## config.mk

```make
export PLATFORM = sky130hd
export DESIGN_NAME = circular_trajectory_generator
export DESIGN_NICKNAME = d
export VERILOG_FILES = /design/src/design/ctg_pkg.sv /design/src/design/ctg_ctrl.sv /design/src/design/ctg_dpath.sv /design/src/design/circular_trajectory_generator.sv
export VERILOG_INCLUDE_DIRS = /design/src /design/src/design
export SDC_FILE = /design/constraint.sdc
export NUM_CORES = 2
export LEC_CHECK = 0
export BUFFER_PORTS_ARGS = -buffer_cell sky130_fd_sc_hd__buf_2
export CAP_MARGIN = 25
export CORE_MARGIN = 2
export CORE_UTILIZATION = 65
export DETAILED_ROUTE_END_ITERATION = 10
export PLACE_DENSITY = 0.88
export SLEW_MARGIN = 25
export SYNTH_ARGS = -nofsm -noshare
export SYNTH_HDL_FRONTEND = slang
export SYNTH_SLANG_ARGS = --single-unit
```

## constraint.sdc

```tcl
create_clock -name clk -period 9.7 [get_ports clk]
set_input_delay 2.425 -clock clk [delete_from_list [all_inputs] [get_ports clk]]
set_output_delay 2.425 -clock clk [all_outputs]
set_load 0.01 [all_outputs]
```

## src/design/assert_macros.svh

```systemverilog
// Concurrent assertion helpers used by the top-level design file.
`ifndef ASSERT_MACROS_SVH
`define ASSERT_MACROS_SVH

// The consequent must hold in the same cycle as the antecedent.
`define ASSERT_SAME(label, ante, cons) \
    label: assert property (@(posedge clk) disable iff (!rst_n) (ante) |-> (cons)) \
        else $error("assertion failed: same-cycle implication");

// The consequent must hold in the cycle after the antecedent.
`define ASSERT_NEXT(label, ante, cons) \
    label: assert property (@(posedge clk) disable iff (!rst_n) (ante) |=> (cons)) \
        else $error("assertion failed: next-cycle implication");

`endif

```

## src/design/ctg_pkg.sv

```systemverilog
package ctg_pkg;

    localparam int PHASE_BITS = 32;
    localparam int QUOT_BITS = 40;
    localparam int CORDIC_STEPS = 20;
    localparam int INC_DIV_STEPS = 28;
    localparam int PHASE_DIV_STEPS = 56;
    localparam logic [27:0] TURN_K40 = 28'd174992711;
    localparam logic [29:0] CORDIC_GAIN_Q30 = 30'd652032875;

    localparam logic [1:0] REG_RADIUS = 2'd0;
    localparam logic [1:0] REG_MAX_SPEED = 2'd1;
    localparam logic [1:0] REG_RAMP_TIME = 2'd2;
    localparam logic [1:0] REG_RUN_TIME = 2'd3;

    typedef struct packed {
        logic       load;
        logic       div_step;
        logic       speed_upd;
        logic       mul1;
        logic       mul2;
        logic       phase_upd;
        logic       cordic_init;
        logic       cordic_step;
        logic       result;
        logic [4:0] iter;
    } cmd_t;

    typedef struct packed {
        logic out_valid;
    } status_t;

    function automatic logic [30:0] atan_turns(input logic [4:0] idx);
        logic [30:0] val;
        unique case (idx)
            5'd0:    val = 31'd536870912;
            5'd1:    val = 31'd316933406;
            5'd2:    val = 31'd167458907;
            5'd3:    val = 31'd85004756;
            5'd4:    val = 31'd42667331;
            5'd5:    val = 31'd21354465;
            5'd6:    val = 31'd10679838;
            5'd7:    val = 31'd5340245;
            5'd8:    val = 31'd2670163;
            5'd9:    val = 31'd1335087;
            5'd10:   val = 31'd667544;
            5'd11:   val = 31'd333772;
            5'd12:   val = 31'd166886;
            5'd13:   val = 31'd83443;
            5'd14:   val = 31'd41722;
            5'd15:   val = 31'd20861;
            5'd16:   val = 31'd10430;
            5'd17:   val = 31'd5215;
            5'd18:   val = 31'd2608;
            5'd19:   val = 31'd1304;
            default: val = 31'd0;
        endcase
        return val;
    endfunction

endpackage

```

## src/design/ctg_ctrl.sv

```systemverilog
module ctg_ctrl (
    input  logic             clk,
    input  logic             rst_n,
    input  logic             in_valid,
    output logic             in_ready,
    input  logic             out_ready,
    input  ctg_pkg::status_t status,
    output ctg_pkg::cmd_t    cmd
);
    import ctg_pkg::*;

    localparam logic [3:0] ST_IDLE   = 4'd0;
    localparam logic [3:0] ST_DIV1   = 4'd1;
    localparam logic [3:0] ST_SPEED  = 4'd2;
    localparam logic [3:0] ST_MUL1   = 4'd3;
    localparam logic [3:0] ST_MUL2   = 4'd4;
    localparam logic [3:0] ST_DIV2   = 4'd5;
    localparam logic [3:0] ST_PHASE  = 4'd6;
    localparam logic [3:0] ST_CINIT  = 4'd7;
    localparam logic [3:0] ST_CSTEP  = 4'd8;
    localparam logic [3:0] ST_FINAL  = 4'd9;

    logic [3:0] state_reg, state_next;
    logic [5:0] cnt_reg, cnt_next;

    always_ff @(posedge clk or negedge rst_n)
    begin
        if (!rst_n)
        begin
            state_reg <= ST_IDLE;
            cnt_reg   <= 6'd0;
        end
        else
        begin
            state_reg <= state_next;
            cnt_reg   <= cnt_next;
        end
    end

    always_comb
    begin
        state_next = state_reg;
        cnt_next   = cnt_reg;
        cmd        = '0;
        cmd.iter   = cnt_reg[4:0];
        in_ready   = 1'b0;
        unique case (state_reg)
            ST_IDLE:
            begin
                in_ready = 1'b1;
                if (in_valid)
                begin
                    cmd.load   = 1'b1;
                    cnt_next   = 6'(INC_DIV_STEPS - 1);
                    state_next = ST_DIV1;
                end
            end
            ST_DIV1:
            begin
                cmd.div_step = 1'b1;
                if (cnt_reg == 6'd0)
                    state_next = ST_SPEED;
                else
                    cnt_next = cnt_reg - 6'd1;
            end
            ST_SPEED:
            begin
                cmd.speed_upd = 1'b1;
                state_next    = ST_MUL1;
            end
            ST_MUL1:
            begin
                cmd.mul1   = 1'b1;
                state_next = ST_MUL2;
            end
            ST_MUL2:
            begin
                cmd.mul2   = 1'b1;
                cnt_next   = 6'(PHASE_DIV_STEPS - 1);
                state_next = ST_DIV2;
            end
            ST_DIV2:
            begin
                cmd.div_step = 1'b1;
                if (cnt_reg == 6'd0)
                    state_next = ST_PHASE;
                else
                    cnt_next = cnt_reg - 6'd1;
            end
            ST_PHASE:
            begin
                cmd.phase_upd = 1'b1;
                state_next    = ST_CINIT;
            end
            ST_CINIT:
            begin
                cmd.cordic_init = 1'b1;
                cnt_next        = 6'd0;
                state_next      = ST_CSTEP;
            end
            ST_CSTEP:
            begin
                cmd.cordic_step = 1'b1;
                if (cnt_reg == 6'(CORDIC_STEPS - 1))
                    state_next = ST_FINAL;
                else
                    cnt_next = cnt_reg + 6'd1;
            end
            ST_FINAL:
            begin
                if (!status.out_valid || out_ready)
                begin
                    cmd.result = 1'b1;
                    state_next = ST_IDLE;
                end
            end
            default:
            begin
                state_next = ST_IDLE;
            end
        endcase
    end

endmodule

```

## src/design/ctg_dpath.sv

```systemverilog
module ctg_dpath (
    input  logic               clk,
    input  logic               rst_n,
    input  ctg_pkg::cmd_t      cmd,
    output ctg_pkg::status_t   status,
    input  logic               cfg_we,
    input  logic [1:0]         cfg_index,
    input  logic [21:0]        cfg_data,
    input  logic [6:0]         period_ms,
    input  logic signed [21:0] present_y_um,
    input  logic signed [21:0] present_z_um,
    input  logic               out_ready,
    output logic               out_valid,
    output logic signed [22:0] target_y_um,
    output logic signed [22:0] target_z_um,
    output logic               finished
);
    import ctg_pkg::*;

    logic [18:0] radius_reg;
    logic [20:0] max_speed_reg;
    logic [15:0] ramp_reg;
    logic [21:0] run_reg;

    logic [31:0]           elapsed_reg, elapsed_next;
    logic [20:0]           speed_reg, speed_next;
    logic [PHASE_BITS-1:0] phase_reg;
    logic [21:0]           base_y_reg, base_z_reg;
    logic [6:0]            period_reg;

    logic [55:0]          num_reg;
    logic [18:0]          rem_reg, div_reg;
    logic [QUOT_BITS-1:0] quot_reg;
    logic [27:0]          prod1_reg;

    logic signed [51:0] x_reg, y_reg;
    logic signed [31:0] z_reg;
    logic [1:0]         quad_reg;

    logic               out_valid_reg;
    logic signed [22:0] ty_reg, tz_reg;
    logic               fin_reg;

    logic [18:0] radius_eff;
    logic [15:0] ramp_eff;
    logic [32:0] el_sum;
    logic [19:0] trial;
    logic        ge;
    logic signed [30:0] s0, s1, s2, inc_s;
    logic signed [51:0] xs, ys;
    logic signed [31:0] atan_s;
    logic signed [51:0] x_rnd, y_rnd;
    logic signed [21:0] cc, ss, cv, sv;
    logic [31:0] phase32;
    logic [55:0] prod2;

    assign radius_eff = (radius_reg == 19'd0) ? 19'd1 : radius_reg;
    assign ramp_eff   = (ramp_reg == 16'd0) ? 16'd1 : ramp_reg;
    assign el_sum     = {1'b0, elapsed_reg} + 33'(period_ms);
    assign elapsed_next = el_sum[32] ? 32'hFFFF_FFFF : el_sum[31:0];

    assign trial = {rem_reg, num_reg[55]};
    assign ge    = trial >= {1'b0, div_reg};

    assign inc_s = 31'(quot_reg[27:0]);
    assign s0    = 31'(speed_reg);

    always_comb
    begin
        s1 = s0;
        if ((speed_reg < max_speed_reg) && (elapsed_reg < 32'(run_reg)))
            s1 = s0 + inc_s;
        s2 = s1;
        if ((s1 > 31'sd0) && (elapsed_reg > 32'(run_reg)))
            s2 = s1 - inc_s;
        if (s2 < 31'sd0)
            speed_next = 21'd0;
        else if (s2 > 31'(max_speed_reg))
            speed_next = max_speed_reg;
        else
            speed_next = s2[20:0];
    end

    assign prod2   = 56'(prod1_reg) * 56'(TURN_K40);
    assign phase32 = 32'(phase_reg) << (32 - PHASE_BITS);

    assign xs     = x_reg >>> cmd.iter;
    assign ys     = y_reg >>> cmd.iter;
    assign atan_s = 32'(atan_turns(cmd.iter));

    assign x_rnd = x_reg + (52'sd1 <<< 29);
    assign y_rnd = y_reg + (52'sd1 <<< 29);
    assign cc    = x_rnd[51:30];
    assign ss    = y_rnd[51:30];

    always_comb
    begin
        unique case (quad_reg)
            2'd0:
            begin
                cv = cc;
                sv = ss;
            end
            2'd1:
            begin
                cv = -ss;
                sv = cc;
            end
            2'd2:
            begin
                cv = -cc;
                sv = -ss;
            end
            default:
            begin
                cv = ss;
                sv = -cc;
            end
        endcase
    end

    always_ff @(posedge clk or negedge rst_n)
    begin
        if (!rst_n)
        begin
            radius_reg    <= 19'd50000;
            max_speed_reg <= 21'd150000;
            ramp_reg      <= 16'd2000;
            run_reg       <= 22'd60000;
        end
        else if (cfg_we)
        begin
            unique case (cfg_index)
                REG_RADIUS:    radius_reg    <= cfg_data[18:0];
                REG_MAX_SPEED: max_speed_reg <= cfg_data[20:0];
                REG_RAMP_TIME: ramp_reg      <= cfg_data[15:0];
                REG_RUN_TIME:  run_reg       <= cfg_data[21:0];
                default:       radius_reg    <= radius_reg;
            endcase
        end
    end

    always_ff @(posedge clk or negedge rst_n)
    begin
        if (!rst_n)
        begin
            elapsed_reg   <= 32'd0;
            speed_reg     <= 21'd0;
            phase_reg     <= '0;
            base_y_reg    <= 22'd0;
            base_z_reg    <= 22'd0;
            out_valid_reg <= 1'b0;
        end
        else
        begin
            if (cmd.load)
            begin
                elapsed_reg <= elapsed_next;
                if (elapsed_next == 32'd0)
                begin
                    base_y_reg <= present_y_um;
                    base_z_reg <= present_z_um;
                end
            end
            if (cmd.speed_upd)
                speed_reg <= speed_next;
            if (cmd.phase_upd)
                phase_reg <= phase_reg + quot_reg[QUOT_BITS-1:QUOT_BITS-PHASE_BITS];
            if (cmd.result)
                out_valid_reg <= 1'b1;
            else if (out_ready)
                out_valid_reg <= 1'b0;
        end
    end

    always_ff @(posedge clk)
    begin
        if (cmd.load)
        begin
            period_reg <= period_ms;
            num_reg    <= {28'(max_speed_reg) * 28'(period_ms), 28'd0};
            rem_reg    <= 19'd0;
            div_reg    <= 19'(ramp_eff);
        end
        else if (cmd.mul2)
        begin
            num_reg <= prod2;
            rem_reg <= 19'd0;
            div_reg <= radius_eff;
        end
        else if (cmd.div_step)
        begin
            num_reg  <= {num_reg[54:0], 1'b0};
            rem_reg  <= ge ? 19'(trial - {1'b0, div_reg}) : trial[18:0];
            quot_reg <= {quot_reg[QUOT_BITS-2:0], ge};
        end
        if (cmd.mul1)
            prod1_reg <= 28'(period_reg) * 28'(speed_reg);
        if (cmd.cordic_init)
        begin
            x_reg    <= 52'(52'(radius_eff) * 52'(CORDIC_GAIN_Q30));
            y_reg    <= 52'sd0;
            z_reg    <= 32'({2'b00, phase32[29:0]});
            quad_reg <= phase32[31:30];
        end
        else if (cmd.cordic_step)
        begin
            if (!z_reg[31])
            begin
                x_reg <= x_reg - ys;
                y_reg <= y_reg + xs;
                z_reg <= z_reg - atan_s;
            end
            else
            begin
                x_reg <= x_reg + ys;
                y_reg <= y_reg - xs;
                z_reg <= z_reg + atan_s;
            end
        end
        if (cmd.result)
        begin
            ty_reg  <= 23'(24'(signed'(base_y_reg)) + 24'(radius_eff) - 24'(cv));
            tz_reg  <= 23'(24'(signed'(base_z_reg)) + 24'(sv));
            fin_reg <= {1'b0, elapsed_reg} >= (33'(run_reg) + 33'(ramp_eff));
        end
    end

    assign status.out_valid = out_valid_reg;
    assign out_valid   = out_valid_reg;
    assign target_y_um = ty_reg;
    assign target_z_um = tz_reg;
    assign finished    = fin_reg;

endmodule

```

## src/design/circular_trajectory_generator.sv

```systemverilog
// A request is taken only in IDLE, then runs two bit-serial divisions (28 and 56
// steps) and 20 CORDIC iterations on one shared datapath; FINAL loads the result
// into the output register, waiting while it still holds a result not yet taken.
// The output register holds a finished result while the next request is accepted.
// Reset (rst_n, asynchronous, active low) clears the control, trajectory and valid
// state and loads the default configuration; no clearing pass is needed.
`include "assert_macros.svh"

module circular_trajectory_generator (
    input  logic               clk,
    input  logic               rst_n,
    input  logic               cfg_valid,
    output logic               cfg_ready,
    input  logic [1:0]         cfg_index,
    input  logic [21:0]        cfg_data,
    input  logic               in_valid,
    output logic               in_ready,
    input  logic [6:0]         period_ms,
    input  logic signed [21:0] present_y_um,
    input  logic signed [21:0] present_z_um,
    output logic               out_valid,
    input  logic               out_ready,
    output logic signed [22:0] target_y_um,
    output logic signed [22:0] target_z_um,
    output logic               finished
);
    import ctg_pkg::*;

    cmd_t    cmd;
    status_t status;

    assign cfg_ready = 1'b1;

    ctg_ctrl u_ctrl (
        .clk       (clk),
        .rst_n     (rst_n),
        .in_valid  (in_valid),
        .in_ready  (in_ready),
        .out_ready (out_ready),
        .status    (status),
        .cmd       (cmd)
    );

    ctg_dpath u_dpath (
        .clk          (clk),
        .rst_n        (rst_n),
        .cmd          (cmd),
        .status       (status),
        .cfg_we       (cfg_valid & cfg_ready),
        .cfg_index    (cfg_index),
        .cfg_data     (cfg_data),
        .period_ms    (period_ms),
        .present_y_um (present_y_um),
        .present_z_um (present_z_um),
        .out_ready    (out_ready),
        .out_valid    (out_valid),
        .target_y_um  (target_y_um),
        .target_z_um  (target_z_um),
        .finished     (finished)
    );

    `ASSERT_NEXT(a_busy_after_accept, in_valid && in_ready, !in_ready)
    `ASSERT_SAME(a_result_has_room, cmd.result, !out_valid || out_ready)
    `ASSERT_SAME(a_cordic_iter_range, cmd.cordic_step, cmd.iter < 5'(CORDIC_STEPS))
    `ASSERT_NEXT(a_result_sets_valid, cmd.result, out_valid)

endmodule

```

==> run_results.csv <==
group,metric,value,unit
clock_tree,cts_max_level,3,
logic_synthesis,synth_cell_types,108,
worst_setup_path,cp-start-kind,"register",
logic_synthesis,syn-num-nets,11437,
global_route,grt_pass1_wl,432000,µm
worst_setup_path,slowest_delay,0.98,ns
logic_synthesis,synthArstFlopShare,38.11,%
placement,placed_area,87400,µm²
cells_and_area,areaGrowthSynthToFinish,5.177,%
worst_setup_path,worst_ep_arrival_time,9.16,ns
floorplanning,core_area,131000,µm²
outcome,status,"finished clean",
cells_and_area,final_cell_mix,"1340 x inv_1, 957 x ha_1, 922 x nand2_1",
cells_and_area,final_area,89910,µm²
floorplanning,die_y,366.7,µm
routing,drtIter0Drc,8642,
worst_setup_path,cp_common_cell,"o21ai_0",
logic_synthesis,synth_ff_type,"edfxtp_1",
timing,maxSlewViolCount,0,
worst_setup_path,required,10.12,ns
timing,tightestPinTransition,1.057,ns
logic_synthesis,synth-seq-cells,572,
clock_tree,clk_latency,0.71,ns
clock_tree,cts_buffers,74,
floorplanning,die_w,366.7,µm
clock_tree,cts.sinks,572,
timing,rsz0062_at_grt,"false",
floorplanning,start_util,65.28,%
timing,hold_violations,0,
global_route,grtUsageTotal,41.67,%
placement,portBuffers,128,
clock_tree,tritoncts,"built",
logic_synthesis,ys_warn_count,0,
routing,route.detailed.drc,0,
clock_tree,cts_hold_buffers,0,
cells_and_area,layout_commonest_cell,"inv_1",
timing,timing.final.crit_share,90.13,%
global_route,gr-total-overflow,0,
routing,first_pass_iters,7,
floorplanning,rows,133,
cells_and_area,layout-drive-gt1-share,8.372,%
clock_tree,clk_pin_slew_worst_paths,0.07,ns
floorplanning,io_pins,130,
global_route,antenna_found_initial,10,
timing,max_freq,0.1144,GHz
global_route,grt_max_degree,140,
logic_synthesis,yosysSeqAreaShare,17.60,%
clock_tree,cts_resized,0,
logic_synthesis,synth-edff-count,247,
logic_synthesis,avgSynthCellArea,8.880,µm²
floorplanning,dieArea,134400,µm²
worst_setup_path,end_kind,"register",
cells_and_area,nNetsFinal,11306,
logic_synthesis,synth_area,85490,µm²
timing,fin_setup_tns,0,ns
timing,setup_viol,0,
placement,gp_congestion,1.047,
routing,viasPerCell,6.508,
hold_path,min_path_type,"reg -> reg",
logic_synthesis,syn_inst,9627,
cells_and_area,largest_register_ff_count,56,
routing,routedWlPerCell,24.85,µm
timing,maxSlewHeadroom,29.51,%
worst_setup_path,path_class,"reg -> reg",
placement,place_hpwl,222900,µm
timing,skew,0.04496,ns
clock_tree,root_buffer,"clkbuf_16",
routing,drt-total-wl,281200,µm
global_route,grt_pass1_vias,73060,
clock_tree,cts.path.max_buffers,3,
clock_tree,postCtsSetupRepairBufs,0,
run,drv_cap,0,
worst_setup_path,crit_fanout,56,
routing,vias,73643,
worst_setup_path,slowest_stage,"dfrtp_4",
timing,min_period,8.743,ns
routing,ant_nets,0,
==> path summary, 6_finish.rpt <==
check | start | end | slack [ns] | depth (start not counted)
worst max-delay path | u_ctrl.cnt_reg[1] | u_dpath.x_reg[48] | 0.96 | 25
worst min-delay path | u_dpath.quot_reg[32] | u_dpath.quot_reg[33] | 0.46 | 0
worst max register to register | u_ctrl.cnt_reg[1] | u_dpath.x_reg[48] | 0.96 | 25
worst min register to register | u_dpath.quot_reg[32] | u_dpath.quot_reg[33] | 0.46 | 0
max in group asynchronous | rst_n | u_dpath.speed_reg[12] | 6.47 | 2
min in group asynchronous | rst_n | u_dpath.base_z_reg[0] | 1.71 | 1
==> synth_stat cells (30+ instances only) <==
| library cell | instances | share of area, % |
|---|---|---|
| nor2b_1 | 71 | 0.52 |
| or3_1 | 40 | 0.29 |
| a21o_1 | 202 | 1.8 |
| o21bai_1 | 56 | 0.49 |
| and3_1 | 85 | 0.62 |
| dfxtp_1 | 107 | 2.5 |
| buf_1 | 39 | 0.17 |
| mux2_2 | 167 | 2.2 |
| a22oi_1 | 30 | 0.26 |
| a211oi_1 | 57 | 0.50 |
| xnor2_1 | 340 | 3.5 |
| o31ai_1 | 33 | 0.29 |
| nor2_1 | 556 | 2.4 |
| mux2i_1 | 159 | 1.9 |
| mux4_2 | 146 | 3.8 |
| clkbuf_1 | 350 | 1.5 |
| a21oi_1 | 693 | 4.1 |
| edfxtp_1 | 247 | 8.7 |
| or2_2 | 31 | 0.23 |
| nand2_1 | 923 | 4.1 |
| nand2b_1 | 87 | 0.64 |
| nor3_1 | 131 | 0.77 |
| and2_1 | 120 | 0.88 |
| o21ai_0 | 500 | 2.9 |
| inv_1 | 1347 | 5.9 |
| nand3_1 | 147 | 0.86 |
| o21a_1 | 80 | 0.70 |
| fa_1 | 773 | 18 |
| a31oi_1 | 96 | 0.70 |
| o211ai_1 | 41 | 0.36 |
| xor2_1 | 230 | 2.4 |
| nand4_1 | 54 | 0.40 |
| o22ai_1 | 40 | 0.29 |
| nor4_1 | 37 | 0.27 |
| dfrtp_1 | 191 | 5.6 |
| ha_1 | 957 | 14 |
==> cells by family (layout without fill, tap and decap cells) <==
family	after synthesis	in the layout	share of synthesized area, %
xor gates and xnor gates	570	570	5.840
adders and majority gates	1730	1730	32.11
and+or+nand+nor	2388	2388	13.02
DFF	572	572	17.60
AOI/OAI and AO/OA	2097	2097	15.23
muxes	480	480	8.110
other	1	6	0.004387
buffers and inverters	1789	1718	8.094
==> final cells by class <==
cell class | count | area (µm²)
inverters | 1352 | 5086
diodes | 5 | 12.51
clock buffers | 101 | 2135
well taps | 1755 | 2196
repair buffers | 230 | 1449
flip-flops and latches | 572 | 15070
multi-input cells | 7266 | 63600
clock inverters | 35 | 361.6
fillers | 10373 | 41050
==> per-stage QoR <==
stage               setup WS (ns)  instances  hold slack (ns)  utilization, %
finish                     0.9570      11316           0.4566           68.66
global route               0.2772      11313           0.4763           68.65
CTS                         1.151      11311           0.4550           68.64
detailed placement          1.233      11175           0.4470           66.74
global placement            1.364      11174           0.4348           66.72
floorplan                   1.806       9627           0.4249               -
==> routing by layer <==
| layer | up-vias | global-route usage [%] | wire, µm |
|---|---|---|---|
| met2 | 4277 | 62.99 | 122700 |
| li1 | 32766 | - | - |
| met5 | - | 0.03561 | 46 |
| met4 | 6 | 17.89 | 14290 |
| met1 | 35816 | 56.77 | 111400 |
| met3 | 778 | 10.81 | 32730 |
==> worst max-delay path, delay by kind of cell, from the launching register on <==
family                   cells  cell delay (ns)
XOR/XNOR                     2             0.37
flip-flops                   1             0.98
buffers and inverters        1             0.59
AND/OR/NAND/NOR              7             1.23
multiplexers                 4             1.60
adder cells (fa/ha/maj)      1             0.24
AO/OA/AOI/OAI               10             3.38
Power is not shown: default switching activity piles up to over one toggle a cycle in this logic, so the estimate is an artifact.
